### src/design/bmcc_pkg.sv
package bmcc_pkg;

   // Default length of the controller chain and the widest chain supported.
   localparam int unsigned NUM_MODULES_DEF = 6;
   localparam int unsigned MOD_IDX_W       = 4;

   localparam int unsigned CMD_W   = 2;
   localparam int unsigned ADDR_W  = 20;
   localparam int unsigned IDENT_W = 8;
   localparam int unsigned COUNT_W = 2;

   typedef enum logic [CMD_W-1:0] {
      CMD_RESET       = 2'd0,
      CMD_CONFIGURE   = 2'd1,
      CMD_UNCONFIGURE = 2'd2,
      CMD_IDENT       = 2'd3
   } cmd_type;

   typedef enum logic [1:0] {
      ST_IDLE,
      ST_EXEC,
      ST_FIN
   } state_type;

   // Commands from the controller to the datapath.
   typedef struct packed {
      logic latch;      // capture the incoming beat
      logic exec;       // apply the captured command to the chain
      logic load_rsp;   // load the result register
   } ctrl_type;

   // Count a controller returns to on reset; controllers past the fifth hold none.
   function automatic logic [COUNT_W-1:0] count_reset(input logic [MOD_IDX_W-1:0] mod);
      logic [COUNT_W-1:0] c;
      unique case (mod)
         4'd0:    c = 2'd1;
         4'd1:    c = 2'd2;
         4'd2:    c = 2'd2;
         4'd3:    c = 2'd2;
         4'd4:    c = 2'd2;
         default: c = 2'd0;
      endcase
      return c;
   endfunction

   // Identifier of controller mod when its pending count is cnt.
   function automatic logic [IDENT_W-1:0] ident_of(input logic [MOD_IDX_W-1:0] mod,
                                                   input logic [COUNT_W-1:0]   cnt);
      logic [MOD_IDX_W+1:0] idx;
      logic [IDENT_W-1:0]   id;
      idx = {1'b0, mod, 1'b0} + {{MOD_IDX_W{1'b0}}, 2'd2 - cnt};
      unique case (idx)
         6'd4:    id = 8'h05;
         6'd5:    id = 8'hf6;
         6'd6:    id = 8'h07;
         6'd7:    id = 8'hf8;
         6'd8:    id = 8'h01;
         6'd9:    id = 8'hf2;
         default: id = 8'h00;
      endcase
      return id;
   endfunction

endpackage

### src/design/bmcc_req_if.sv
interface bmcc_req_if;
   logic                        valid;
   logic                        ready;
   logic [bmcc_pkg::CMD_W-1:0]  cmd;
   logic [bmcc_pkg::ADDR_W-1:0] address;

   modport source (output valid, output cmd, output address, input ready);
   modport sink   (input valid, input cmd, input address, output ready);
endinterface

### src/design/bmcc_rsp_if.sv
interface bmcc_rsp_if;
   logic                         valid;
   logic                         ready;
   logic [bmcc_pkg::IDENT_W-1:0] chip_ident;
   logic                         applied;

   modport source (output valid, output chip_ident, output applied, input ready);
   modport sink   (input valid, input chip_ident, input applied, output ready);
endinterface

### src/design/bmcc_ctrl.sv
module bmcc_ctrl (
   input  logic                clock,
   input  logic                reset,
   input  logic                req_valid,
   output logic                req_ready,
   output logic                rsp_valid,
   input  logic                rsp_ready,
   output bmcc_pkg::ctrl_type  ctrl
);

   bmcc_pkg::state_type state_ff, state_in;
   logic                rsp_valid_ff, rsp_valid_in;

   always_comb begin
      state_in = state_ff;
      unique case (state_ff)
         bmcc_pkg::ST_IDLE: begin
            if (req_valid) state_in = bmcc_pkg::ST_EXEC;
         end
         bmcc_pkg::ST_EXEC: begin
            state_in = bmcc_pkg::ST_FIN;
         end
         bmcc_pkg::ST_FIN: begin
            if (!rsp_valid_ff || rsp_ready) state_in = bmcc_pkg::ST_IDLE;
         end
         default: begin
            state_in = bmcc_pkg::ST_IDLE;
         end
      endcase
   end

   always_comb begin
      req_ready     = 1'b0;
      ctrl.latch    = 1'b0;
      ctrl.exec     = 1'b0;
      ctrl.load_rsp = 1'b0;
      unique case (state_ff)
         bmcc_pkg::ST_IDLE: begin
            // No beat is taken while reset is held.
            req_ready  = !reset;
            ctrl.latch = req_valid && !reset;
         end
         bmcc_pkg::ST_EXEC: begin
            ctrl.exec = 1'b1;
         end
         bmcc_pkg::ST_FIN: begin
            ctrl.load_rsp = !rsp_valid_ff || rsp_ready;
         end
         default: begin
            req_ready = 1'b0;
         end
      endcase
   end

   always_comb begin
      rsp_valid_in = rsp_valid_ff;
      if (ctrl.load_rsp) rsp_valid_in = 1'b1;
      else if (rsp_ready) rsp_valid_in = 1'b0;
   end

   always_ff @(posedge clock) begin
      if (reset) begin
         state_ff     <= bmcc_pkg::ST_IDLE;
         rsp_valid_ff <= 1'b0;
      end else begin
         state_ff     <= state_in;
         rsp_valid_ff <= rsp_valid_in;
      end
   end

   assign rsp_valid = rsp_valid_ff;

endmodule

### src/design/bmcc_datapath.sv
module bmcc_datapath #(
   parameter int unsigned NUM_MODULES = bmcc_pkg::NUM_MODULES_DEF
) (
   input  logic                         clock,
   input  logic                         reset,
   input  bmcc_pkg::ctrl_type           ctrl,
   input  logic [bmcc_pkg::CMD_W-1:0]   req_cmd,
   input  logic [bmcc_pkg::ADDR_W-1:0]  req_address,
   output logic [bmcc_pkg::IDENT_W-1:0] rsp_chip_ident,
   output logic                         rsp_applied
);

   localparam int unsigned NW = 2 * NUM_MODULES;

   bmcc_pkg::cmd_type                cmd_ff;
   logic [bmcc_pkg::ADDR_W-1:0]      addr_ff;
   logic [bmcc_pkg::COUNT_W-1:0]     count_ff [NUM_MODULES];
   logic [bmcc_pkg::ADDR_W-1:0]      word_ff  [NW];
   logic                             applied_pend_ff;
   logic [bmcc_pkg::IDENT_W-1:0]     ident_ff;
   logic                             applied_ff;

   // First pending controller and first controller whose word 0 matches.
   logic                             cfg_hit, unc_hit;
   logic [bmcc_pkg::MOD_IDX_W-1:0]   cfg_sel, unc_sel;
   logic [bmcc_pkg::IDENT_W-1:0]     ident_in;

   always_comb begin
      cfg_hit  = 1'b0;
      unc_hit  = 1'b0;
      cfg_sel  = '0;
      unc_sel  = '0;
      ident_in = '0;
      for (int i = 0; i < NUM_MODULES; i++) begin
         if (!cfg_hit && count_ff[i] != '0) begin
            cfg_hit  = 1'b1;
            cfg_sel  = bmcc_pkg::MOD_IDX_W'(i);
            ident_in = bmcc_pkg::ident_of(bmcc_pkg::MOD_IDX_W'(i), count_ff[i]);
         end
         if (!unc_hit && word_ff[2*i] == addr_ff) begin
            unc_hit = 1'b1;
            unc_sel = bmcc_pkg::MOD_IDX_W'(i);
         end
      end
   end

   always_ff @(posedge clock) begin
      if (ctrl.latch) begin
         cmd_ff  <= bmcc_pkg::cmd_type'(req_cmd);
         addr_ff <= req_address;
      end
      if (ctrl.load_rsp) begin
         ident_ff   <= ident_in;
         applied_ff <= applied_pend_ff;
      end
   end

   always_ff @(posedge clock) begin
      if (reset) begin
         applied_pend_ff <= 1'b0;
         for (int i = 0; i < NUM_MODULES; i++) begin
            count_ff[i]     <= bmcc_pkg::count_reset(bmcc_pkg::MOD_IDX_W'(i));
            word_ff[2*i]    <= '0;
            word_ff[2*i+1]  <= '0;
         end
      end else if (ctrl.exec) begin
         unique case (cmd_ff)
            bmcc_pkg::CMD_RESET: begin
               applied_pend_ff <= 1'b0;
               for (int i = 0; i < NUM_MODULES; i++) begin
                  count_ff[i]    <= bmcc_pkg::count_reset(bmcc_pkg::MOD_IDX_W'(i));
                  word_ff[2*i]   <= '0;
                  word_ff[2*i+1] <= '0;
               end
            end
            bmcc_pkg::CMD_CONFIGURE: begin
               applied_pend_ff <= cfg_hit;
               for (int i = 0; i < NUM_MODULES; i++) begin
                  if (cfg_hit && cfg_sel == bmcc_pkg::MOD_IDX_W'(i)) begin
                     count_ff[i] <= count_ff[i] - 2'd1;
                     // The new count selects the word; a wrapped count uses its low bit.
                     if (count_ff[i][0]) word_ff[2*i]   <= addr_ff;
                     else                word_ff[2*i+1] <= addr_ff;
                  end
               end
            end
            bmcc_pkg::CMD_UNCONFIGURE: begin
               applied_pend_ff <= unc_hit;
               for (int i = 0; i < NUM_MODULES; i++) begin
                  if (unc_hit && unc_sel == bmcc_pkg::MOD_IDX_W'(i)) begin
                     count_ff[i]    <= bmcc_pkg::count_reset(bmcc_pkg::MOD_IDX_W'(i));
                     word_ff[2*i]   <= '0;
                     word_ff[2*i+1] <= '0;
                  end
               end
            end
            bmcc_pkg::CMD_IDENT: begin
               applied_pend_ff <= 1'b0;
            end
            default: begin
               applied_pend_ff <= 1'b0;
            end
         endcase
      end
   end

   assign rsp_chip_ident = ident_ff;
   assign rsp_applied    = applied_ff;

endmodule

### src/design/bus_module_config_chain.sv
// Configuration chain of the memory-module controllers on a calculator bus. Each
// request beat carries a command (reset chain, configure, unconfigure or read
// identification) and a 20-bit address, and produces exactly one response beat
// with the identifier of the first controller still waiting for configuration
// (0 if none) and a flag that says whether a configure or unconfigure changed a
// controller. A beat is captured, then the datapath applies the command to the
// chain, then the identifier is looked up from the updated counts and loaded as
// the response. The controller sequencer handles one beat at a time, so it takes
// no new request until the last one's result is loaded; a response waiting in the
// output register does not block acceptance of the next request, only the loading
// of its result.
module bus_module_config_chain #(
   parameter int unsigned NUM_MODULES = bmcc_pkg::NUM_MODULES_DEF
) (
   input  logic       clock,
   input  logic       reset,
   bmcc_req_if.sink   req_bus,
   bmcc_rsp_if.source rsp_bus
);

   bmcc_pkg::ctrl_type ctrl;

   // The sequencer owns the handshakes and steps each beat through capture,
   // apply and response load.
   bmcc_ctrl u_ctrl (
      .clock     (clock),
      .reset     (reset),
      .req_valid (req_bus.valid),
      .req_ready (req_bus.ready),
      .rsp_valid (rsp_bus.valid),
      .rsp_ready (rsp_bus.ready),
      .ctrl      (ctrl)
   );

   // The datapath holds the counts and words of every controller and resolves
   // the first qualifying controller in parallel.
   bmcc_datapath #(
      .NUM_MODULES (NUM_MODULES)
   ) u_datapath (
      .clock          (clock),
      .reset          (reset),
      .ctrl           (ctrl),
      .req_cmd        (req_bus.cmd),
      .req_address    (req_bus.address),
      .rsp_chip_ident (rsp_bus.chip_ident),
      .rsp_applied    (rsp_bus.applied)
   );

   // Only one beat is in flight, so acceptance closes the request side.
   a_one_in_flight: assert property (@(posedge clock) disable iff (reset)
      (req_bus.valid && req_bus.ready) |=> !req_bus.ready)
      else $error("request accepted while a beat was in flight");

   // A result is never loaded over one that has not been taken.
   a_no_overwrite: assert property (@(posedge clock) disable iff (reset)
      ctrl.load_rsp |-> (!rsp_bus.valid || rsp_bus.ready))
      else $error("response register overwritten");

   // The command is applied in the cycle after the beat is captured.
   a_exec_order: assert property (@(posedge clock) disable iff (reset)
      ctrl.latch |=> ctrl.exec)
      else $error("command not applied after capture");

   // Once a command is applied, the next cycle neither captures nor applies.
   a_load_after_exec: assert property (@(posedge clock) disable iff (reset)
      ctrl.exec |=> !ctrl.latch && !ctrl.exec)
      else $error("sequencer left the response step early");

endmodule
### src/flat_wrapper.sv
// flat-port wrapper written by rule: the top's interface ports become plain ports
module bus_module_config_chain_flat 
#(
   parameter int unsigned NUM_MODULES = bmcc_pkg::NUM_MODULES_DEF
)
  (clock, reset, req_bus_valid, req_bus_cmd, req_bus_address, req_bus_ready, rsp_bus_valid, rsp_bus_chip_ident, rsp_bus_applied, rsp_bus_ready);
  bmcc_req_if req_bus_i ();
  bmcc_rsp_if rsp_bus_i ();
  input  logic clock;
  input  logic reset;
  input wire logic [$bits(req_bus_i.valid)-1:0] req_bus_valid;
  input wire logic [$bits(req_bus_i.cmd)-1:0] req_bus_cmd;
  input wire logic [$bits(req_bus_i.address)-1:0] req_bus_address;
  output wire logic [$bits(req_bus_i.ready)-1:0] req_bus_ready;
  output wire logic [$bits(rsp_bus_i.valid)-1:0] rsp_bus_valid;
  output wire logic [$bits(rsp_bus_i.chip_ident)-1:0] rsp_bus_chip_ident;
  output wire logic [$bits(rsp_bus_i.applied)-1:0] rsp_bus_applied;
  input wire logic [$bits(rsp_bus_i.ready)-1:0] rsp_bus_ready;
  assign req_bus_i.valid = req_bus_valid;
  assign req_bus_i.cmd = req_bus_cmd;
  assign req_bus_i.address = req_bus_address;
  assign req_bus_ready = req_bus_i.ready;
  assign rsp_bus_valid = rsp_bus_i.valid;
  assign rsp_bus_chip_ident = rsp_bus_i.chip_ident;
  assign rsp_bus_applied = rsp_bus_i.applied;
  assign rsp_bus_i.ready = rsp_bus_ready;
  bus_module_config_chain #(.NUM_MODULES(NUM_MODULES)) u_core (.clock(clock), .reset(reset), .req_bus(req_bus_i), .rsp_bus(rsp_bus_i));
endmodule
### config.mk
export PLATFORM = sky130hd
export DESIGN_NAME = bus_module_config_chain_flat
export DESIGN_NICKNAME = d
export VERILOG_FILES = /design/src/design/bmcc_pkg.sv /design/src/design/bmcc_req_if.sv /design/src/design/bmcc_rsp_if.sv /design/src/design/bmcc_ctrl.sv /design/src/design/bmcc_datapath.sv /design/src/design/bus_module_config_chain.sv /design/src/flat_wrapper.sv
export SDC_FILE = /design/constraint.sdc
export NUM_CORES = 1
export LEC_CHECK = 0
export BUFFER_PORTS_ARGS = -buffer_cell sky130_fd_sc_hd__buf_2
export CORE_MARGIN = 2
export CORE_UTILIZATION = 25
export CTS_CLUSTER_DIAMETER = 200
export DETAILED_ROUTE_END_ITERATION = 16
export HOLD_SLACK_MARGIN = 0.15
export PLACE_DENSITY = 0.43
export SLEW_MARGIN = 20
export SYNTH_ARGS = -nofsm -noshare
export SYNTH_HDL_FRONTEND = slang
export SYNTH_HIERARCHICAL = 1
export SYNTH_SLANG_ARGS = --single-unit
### constraint.sdc
create_clock -name clock -period 5.17 [get_ports clock]
set_input_delay 1.034 -clock clock [delete_from_list [all_inputs] [get_ports clock]]
set_output_delay 1.034 -clock clock [all_outputs]
set_load 0.02 [all_outputs]
### Word level (Yosys, flattened, before mapping)

Memories as Yosys holds them, arrays and structs flattened.
Cells that the tools add are included.

* bits in registers: 35
* memory bits (writable): 252
* memories kept: 2

Memory list
* u_core.u_datapath.word_ff: words 12, width 20, rd ports 6, clocked after memory_dff 0, wr ports 12, line bmcc_datapath.sv:18 `logic [bmcc_pkg::ADDR_W-1:0] word_ff [NW];`
* u_core.u_datapath.count_ff: words 6, width 2, rd ports 6, clocked after memory_dff 0, wr ports 6, line bmcc_datapath.sv:17 `logic [bmcc_pkg::COUNT_W-1:0] count_ff [NUM_MODULES];`

* add/sub/neg operators: 16
* equality and inequality tests: 53
* mux-type cells: 270
* bitwise logic cells: 54
* reduce and logical (&&, ||, !) cells: 49

Operators by type and width (count)
* $mux 20: 36
* $pmux 8 s6: 5
* $mux 1: 158
* $eq 20x20->1: 6
* $mux 2: 56
* $or 1x1->1: 54
* $eq 4x3->1 const B: 12
* $eq 5x3->1 const B: 8
* $mux 8: 5
* $mux 4: 8
* $logic_and 1x1->1: 23
* $eq 5x4->1 const B: 4
* $eq 4x2->1 const B: 4
* $eq 4x4->1 const B: 4
* $reduce_bool 2->1: 7
* $eq 3x3->1 const B: 4
* $logic_not 1->1: 12
* $sub 2x1->2 const B: 6
* $add 4x2->5 const A: 2
* $sub 2x2->2 const A: 5
* $add 3x2->4 const A: 2
* $eq 3x4->1 const B: 2
* $eq 4x1->1 const B: 2
* $logic_not 4->1: 2
* other kinds (10): 15

### Logic depth before layout (Yosys ltp)

Gate-level depths: netlist of the first run.
An unclocked memory read counts as a cell.

* depth after elaboration: 27
* depth in mapped cells: 10

### By module

The synthesis of the first run kept the hierarchy.

By module, submodules not included
* bmcc_datapath: times used 1, cells an instance 634, area each 8140.3 µm², seq. area each 4824.6 µm²
* bmcc_ctrl: times used 1, cells an instance 15, area each 152.6 µm², seq. area each 60.1 µm²

### Least setup slack after synthesis of the first run

No wires, ideal clock.

* path kind: input -> register
* from: input reset
* to: memory u_core/u_datapath/word_ff[2][0] (netlist bit) (enable)
* setup time: 0.405 ns
* data arrival time: 2.820 ns
* required time: 4.765 ns
* slack: 1.946 ns
* stages: 5
* path buffers: 1
* cell sequence: inv_1 nand3_2 buf_6 or3b_1 o22ai_1

RTL lines
* start, declared: line flat_wrapper.sv:10 `input logic reset;`
* end, declared: line bmcc_datapath.sv:18

==> results of run 1 <==
cell usage after synthesis (all sizes together):
cell type | n | area (um^2)
edfxtp | 160 | 4800
and3 | 121 | 762
xnor2 | 68 | 596
xor2 | 53 | 464
buf | 30 | 241
clkbuf | 25 | 96.3
nand4 | 20 | 146
nor2 | 20 | 77.6
ha | 19 | 238
inv | 18 | 67.6
nand2 | 17 | 63.8
nor3 | 13 | 80.1
nor4 | 13 | 93.8
o21ai | 11 | 55.1
nand3 | 9 | 55.1
a21oi | 5 | 25.0
dfxtp | 4 | 80.1
nand2b | 4 | 32.5
nor2b | 4 | 35.0
o211ai | 4 | 30.0
or3 | 4 | 25.0
a21o | 2 | 15.0
a41oi | 2 | 17.5
and2 | 2 | 12.5
nor3b | 2 | 15.0
o22ai | 2 | 12.5
or2 | 2 | 12.5
a211o | 1 | 8.76
a221oi | 1 | 8.76
a22o | 1 | 8.76
a22oi | 1 | 7.51
a31oi | 1 | 6.26
a32oi | 1 | 8.76
and4bb | 1 | 12.5
mux2i | 1 | 10.0
nand3b | 1 | 7.51
nand4b | 1 | 8.76
nor4b | 1 | 15.0
o21a | 1 | 7.51
o21ba | 1 | 10.0
or3b | 1 | 8.76
or4b | 1 | 10.0
placed cells by master (no fill, tap or decap), types with 3 or more instances in the layout:
cell / instances
a21oi_1: 5
nand3_1: 7
o211ai_1: 4
nor2_1: 18
xnor2_1: 68
nor3_1: 10
dfxtp_1: 4
edfxtp_1: 160
nor4_1: 11
o21ai_0: 8
and3_1: 120
clkinv_4: 4
o21ai_1: 3
inv_1: 18
nand4_1: 18
xor2_1: 53
or3_1: 4
buf_4: 16
buf_2: 36
ha_1: 19
bufinv_16: 3
nand2b_1: 3
clkbuf_16: 17
nand2_1: 17
power groups by stage:
stage | combinational, uW | sequential (uW) | clock [uW]
6_report | 170 | 1570 | 1270
5_1_grt | 188 | 1580 | 1370
4_1_cts | 173 | 1570 | 1320
3_5_place_dp | 172 | 1600 | 0
3_3_place_gp | 169 | 1600 | 0
2_1_floorplan | 136 | 1570 | 0
critical path, stage by stage (launching register included):
cell      delay [ps]
edfxtp_1         690
inv_1            240
ha_1             470
nand4_4          250
nor4b_2          300
buf_4            290
a21oi_1          100
o21ai_1          170
buf_4            310
routing by layer:
metal / GRT usage, % / vias up / wire (um)
met1: 16.3 / 2568 / 9510
met3: 2.90 / 12 / 869
li1: - / 2373 / -
met2: 19.8 / 114 / 9420
met4: 3.09 / 0 / 232
met5: 0 / - / 0
final cells by class:
class / count / area share [%]
clock inverter: 13 / 1.69
timing repair buffer: 52 / 3.19
multi-input combinational: 412 / 32.1
sequential: 164 / 51.8
tap: 442 / 5.87
inverter: 18 / 0.717
clock buffer: 19 / 4.59
per-stage QoR:
| stage | area [um^2] | utilization, % | hold WS, ps | power (uW) | std cells |
|---|---|---|---|---|---|
| 5_1_grt | 9420 | 28.9 | 452 | 3140 | 1120 |
| 4_1_cts | 9420 | 28.9 | 439 | 3060 | 1120 |
| 6_report | 9420 | 28.9 | 439 | 3010 | 1120 |
| 3_3_place_gp | 8810 | 27.0 | 426 | 1770 | 1088 |
| 3_5_place_dp | 8820 | 27.1 | 423 | 1770 | 1088 |
| 2_1_floorplan | 8290 | - | 409 | 1710 | 649 |
path summary, 6_finish.rpt:
| check | from | to | slack, ps |
|---|---|---|---|
| worst min-delay path | u_core/u_datapath/applied_pend_ff | u_core/u_datapath/rsp_applied | 440 |
| worst max-delay path | u_core/u_datapath/count_ff[1][0] | u_core/u_datapath/word_ff[10][10] | 2010 |
| worst max register to register | u_core/u_datapath/count_ff[1][0] | u_core/u_datapath/word_ff[10][10] | 2010 |
| worst min register to register | u_core/u_datapath/applied_pend_ff | u_core/u_datapath/rsp_applied | 440 |
state kept, by name (all words and copies together), names as in the netlist:
signal,count
u_core/u_ctrl/state_ff,2
u_core/u_datapath/rsp_chip_ident,5
u_core/u_datapath/applied_pend_ff,1
u_core/u_datapath/addr_ff,20
u_core/u_datapath/rsp_applied,1
u_core/u_ctrl/rsp_valid,1
u_core/u_datapath/cmd_ff,2
u_core/u_datapath/count_ff,12
u_core/u_datapath/word_ff,120
kinds of logic (layout without fill, tap and decap cells):
family	Yosys count	in the layout	synth area share (%)
DFF	164	164	58.9
and+or+nand+nor	237	237	17.8
xor gates and xnor gates	121	121	12.8
muxes	1	1	0.121
buffers and inverters	73	102	4.89
adders and majority gates	19	19	2.87
AOI/OAI and AO/OA	34	34	2.67
==> out/metrics.csv, run 1 <==
stage,metric,value,unit
run_status,status,"finished, final reports clean",
worst_hold_path,Tightest Hold Check Type,reg2reg,
clocking,Worst-path clk slew,60,ps
clocking,CTS tree,yes,
finish,layout cells sized above 1,14.5,%
floorplan,Die Y,186,um
grt,global-route wire length before repair,30800,um
route,post-route ant nets,0,
timing,unrepaired setup endpoints after global routing,no,
finish,Total Nets Final,710,
floorplan,row count,66,
route,via count,5067,
timing,final setup margin,2010,ps
yosys,post-synth cell types,57,
pwr,peak supply drop,0.183,mV
floorplan,die width,186,um
placed_design,Place WS,1690,ps
critical_path,WP data required,5270,ps
clocking,CTS Buf Count,17,
timing,Setup Viol. Count Final,0,
finish,synth-to-layout area growth,13.6,%
clocking,# H-tree levels,4,
route,vias per std cell,4.52,
finish,# diodes,0,
grt,initial antenna violation count,1,
finish,area occupied by registers,0.00488,mm^2
route,WL final,20000,um
clocking,clock sink total,164,
grt,GRT Resource Usage Total,12.2,%
timing,Clock Skew,7.76,ps
pwr,clock group share of total power,42.3,%
critical_path,FF-to-FF path depth,8,
clocking,post-CTS setup buffer count,0,
worst_hold_path,WHS Path Cells,0,
yosys,Mapped Area,0.00829,mm^2
pwr,Gate power share,5.6,%
clocking,"Hold-fix buffers, CTS",0,
floorplan,Die ar.,0.0346,mm^2
route,DRC Markers,0,
finish,multi-input logic area,0.00302,mm^2
floorplan,IO Pins,37,
yosys,syn nets,694,
timing,Peak Freq,317,MHz
clocking,post-CTS sizing,0,
yosys,"FF+latch count, synth",164,
grt,number of global-route vias before repair,5129,
pwr,switching share of total power,22.2,%
route,Initial DRT Pass Iterations,5,
grt,largest net degree at the start of global routing,26,
pwr,sequential power share,52.1,%
yosys,Mapped Cells,649,
grt,final global-route overflow total,0,
clocking,insertion delay to the later sink of the worst-skew pair,420,ps
job,Max-Cap Viols,0,
floorplan,starting density of the core,25.4,%
timing,Setup TNS,0,ps
pwr,NetSw,669,uW
timing,max-slew violation count,0,
critical_path,Critical Path Fanout Max,25,
yosys,syn avg cell area,12.8,um^2
route,Initial DRC Count,370,
timing,crit path time final,3160,ps
route,Avg WL per Cell,17.9,um
pwr,internal power,2340,uW
finish,fillers,3327,
timing,Slew HR,31.7,%
pwr,Power Density,320,mW/mm^2
placed_design,number of buffers added on ports,36,
critical_path,type of the worst setup path,reg2reg,
timing,Final Cycle Share,61.0,%
critical_path,WP data arrival,3260,ps
placed_design,DP HPWL,12800,um
timing,Final Hold Violating Endpoints,0,
yosys,sequential area share after synthesis,58.9,%
clocking,clk buf depth,2,
yosys,synth warn,6,
critical_path,critical path capture point type,register,
placed_design,routability cong.,0.819,
critical_path,CP startpoint kind,register,
timing,Slew @ Worst Pin,1020,ps
floorplan,total core area,0.0326,mm^2
clocking,clk root buf,clkbuf_16,
pwr,P_leak,0.00374,uW
(Power assumes the default switching activity.)
==> inputs of run 2 (changes only) <==
--- a/config.mk
+++ b/config.mk
@@ -5,6 +5,7 @@
 export SDC_FILE = /design/constraint.sdc
 export NUM_CORES = 1
 export LEC_CHECK = 0
+export ABC_AREA = 1
 export BUFFER_PORTS_ARGS = -buffer_cell sky130_fd_sc_hd__buf_2
 export CORE_MARGIN = 2
 export CORE_UTILIZATION = 25
==> constraint.sdc (replaced) <==
create_clock -name clock -period 3 [get_ports clock]
set_input_delay 0.6 -clock clock [delete_from_list [all_inputs] [get_ports clock]]
set_output_delay 0.6 -clock clock [all_outputs]
set_load 0.02 [all_outputs]
==> run 2 against run 1 <==
  * Power increased by 75%
  * Non-clock buffer count unchanged
  * Clock power increased by 74%
  * Design area increased by 5.8%
  * Largest cell class unchanged
  * Largest power group unchanged
==> out/metrics.csv, run 2 <==
stage,metric,value,unit,change
timing,Setup TNS,0,ps,unchanged
yosys,Synth async-reset ratio,0,%,unchanged
finish,"most common cell after layout, fill and taps aside",nor2_1,,
yosys,Synth top area share,54.3,%,-3.6 points
floorplan,total core area,0.0347,mm^2,+6.4%
grt,met3 GRT Util,2.21,%,-0.69 points
worst_hold_path,Tightest Hold Check Type,in2reg,,
floorplan,Die Y,192,um,+3.2%
clocking,Worst-path clk slew,70,ps,about the same
grt,largest net degree at the start of global routing,23,,-12%
pwr,P_leak,0.00391,uW,+4.4%
finish,Top reg by flops,u_core/u_datapath/word_ff,,
placed_design,DP HPWL,15900,um,+24%
finish,synth-to-layout area growth,12.6,%,
run_status,status,"finished, final reports clean",,
yosys,Post-synth top flop,edfxtp_1,,
finish,"final std cell area, no fill",0.00996,mm^2,+5.8%
clocking,# H-tree levels,4,,unchanged
floorplan,die width,192,um,+3.2%
clocking,CTS tree,yes,,
finish,Total Nets Final,951,,+34%
critical_path,WP data arrival,2790,ps,-470 ps
yosys,Mapped Area,0.00885,mm^2,+6.7%
route,Initial DRC Count,346,,-6.5%
grt,met2 Resource Use GR,21.3,%,+1.5 points
yosys,Synth top cells by count,"nor2_1, nand2_1, edfxtp_1",,
finish,Largest regs,"u_core/u_datapath/word_ff x120, u_core/u_datapath/addr_ff x20, u_core/u_datapath/count_ff x12",,
job,Max-Cap Viols,0,,unchanged
timing,max-slew violation count,0,,unchanged
clocking,clk buf depth,2,,unchanged
placed_design,Placed Area,0.00938,mm^2,+6.3%
yosys,Mapped Cells,876,,+35%
timing,Setup Viol. Count Final,0,,unchanged
timing,Slew @ Worst Pin,764,ps,-261 ps
pwr,Power Density,531,mW/mm^2,+66%
yosys,sequential area share after synthesis,55.2,%,-3.7 points
grt,global-route wire length before repair,34700,um,+13%
placed_design,Place WS,265,ps,-1430 ps
clocking,post-CTS sizing,0,,unchanged
finish,max FFs per register,120,,unchanged
finish,fillers,3706,,+11%
timing,Peak Freq,373,MHz,+18%
pwr,Pwr Total,5290,uW,+75%
critical_path,Critical Path Fanout Max,16,,-36%
critical_path,CP startpoint kind,register,,
grt,GRT Resource Usage Total,13.1,%,+0.89 points
yosys,"EDFF count, synth",160,,unchanged
floorplan,starting density of the core,25.5,%,+0.070 points
route,post-route ant nets,0,,unchanged
clocking,"Hold-fix buffers, CTS",0,,unchanged
grt,final global-route overflow total,0,,unchanged
timing,unrepaired setup endpoints after global routing,no,,
floorplan,IO Pins,37,,unchanged
route,vias per std cell,4.08,,-9.9%
clocking,clk root buf,clkbuf_16,,
finish,layout cells sized above 1,17.6,%,+3.2 points
timing,Slew HR,48.7,%,+17 points
floorplan,row count,68,,+3.0%
yosys,syn avg cell area,10.1,um^2,-21%
finish,# diodes,0,,unchanged
finish,highest-count cells in the layout ignoring fill and taps,"nor2_1, nand2_1, edfxtp_1",,
route,Avg WL per Cell,16.6,um,-7.4%
critical_path,WP data required,3110,ps,-2160 ps
yosys,synth warn,6,,unchanged
critical_path,type of the worst setup path,reg2reg,,
route,DRC Markers,0,,unchanged
timing,Clock Skew,16.1,ps,+8.36 ps
clocking,post-CTS setup buffer count,0,,unchanged
critical_path,critical path capture point type,register,,
pwr,peak supply drop,0.377,mV,+110%
yosys,post-synth cell types,46,,-19%
grt,number of global-route vias before repair,5561,,+8.4%
grt,initial antenna violation count,0,,-1
yosys,top post-synthesis cells by area,"edfxtp_1, nor2_1, nand2_1, xnor2_1, inv_1",,
timing,final setup margin,321,ps,-1690 ps
yosys,"FF+latch count, synth",164,,unchanged
placed_design,routability cong.,0.787,,-4.0%
clocking,CTS Buf Count,17,,unchanged
yosys,cell accounting for the most synthesized area,edfxtp_1,,
grt,grt met1 use,17.8,%,+1.5 points
route,Initial DRT Pass Iterations,4,,-1
placed_design,Placed Cells,1342,,+23%
yosys,"count leader, synth",nor2_1,,
floorplan,Die ar.,0.0369,mm^2,+6.6%
timing,crit path time final,2680,ps,-476 ps
route,WL final,22800,um,+14%
timing,Final Cycle Share,89.3,%,+28 points
clocking,insertion delay to the later sink of the worst-skew pair,440,ps,+20 ps
clocking,clock sink total,164,,unchanged
grt,gr busiest metal,met2,,
finish,Final Non-Filler Cells,1374,,+23%
yosys,syn nets,921,,+33%
timing,Final Hold Violating Endpoints,0,,unchanged
placed_design,number of buffers added on ports,36,,unchanged
route,via count,5603,,+11%
run 2: cell count changes in the layout (fill, tap and decap cells not counted), sizes merged, moves of 9 or more:
cell / change
inv: +86
nor4: -9
o21ai: -10
nor2: +180
xor2: -25
nand2: +160
and3: -121
nand3: +15
run 2: kinds of logic after synthesis:
kind of cell / Yosys count / synth area share, %
and+or+nand+nor: 444 / 22.3
AOI/OAI and AO/OA: 15 / 1.23
DFF: 164 / 55.2
adders and majority gates: 19 / 2.69
buffers and inverters: 136 / 8.77
xor gates and xnor gates: 98 / 9.78
run 2: path summary, 6_finish.rpt:
check | from | to | slack, ps | cells after the start
setup / recovery | u_core/u_datapath/addr_ff[11] | u_core/u_datapath/word_ff[8][8] | 320 | 10
hold / removal | req_bus_cmd[1] | u_core/u_datapath/cmd_ff[1] | 330 | 1
setup reg to reg | u_core/u_datapath/addr_ff[11] | u_core/u_datapath/word_ff[8][8] | 320 | 10
hold reg to reg | u_core/u_datapath/applied_pend_ff | u_core/u_datapath/rsp_applied | 490 | 0
run 2: layout make-up:
class / instances / area (um^2) / share of cell area (%)
Inverter: 95 / 407 / 4.08
Sequential cell: 164 / 4880 / 49.0
Multi-Input combinational cell: 576 / 3190 / 32.1
Clock buffer: 17 / 425 / 4.27
Timing Repair Buffer: 52 / 325 / 3.26
Clock inverter: 15 / 159 / 1.59
Tap cell: 455 / 569 / 5.71
run 2: report_power, final:
part           leakage [uW]  internal, uW  total, uW  switching [uW]
clock network      0.000285          1180       2210            1030
registers           0.00165          2600       2680            82.9
logic               0.00198           143        392             248
run 2: through the flow:
step	hold WS, ps	util (%)
finish	334	28.7
global route	311	28.7
CTS	310	28.7
detailed placement	463	27.0
global placement	464	27.0
floorplan	403	-
run 2: metal layers:
metal | vias up | share of wire, %
li1 | 2869 | -
met1 | 2642 | 49
met2 | 76 | 47
met3 | 16 | 2.7
met4 | 0 | 1.3
met5 | - | 0
run 2: worst max-delay path, cell delays in order (launching register included):
cell and delay, ps:
edfxtp_1 630, inv_4 220, nor2_1 70, nor3_2 220, nand2_1 120, nor2_1 200
nand3_1 190, inv_1 90, nand4_1 150, nand3_1 170, buf_4 290
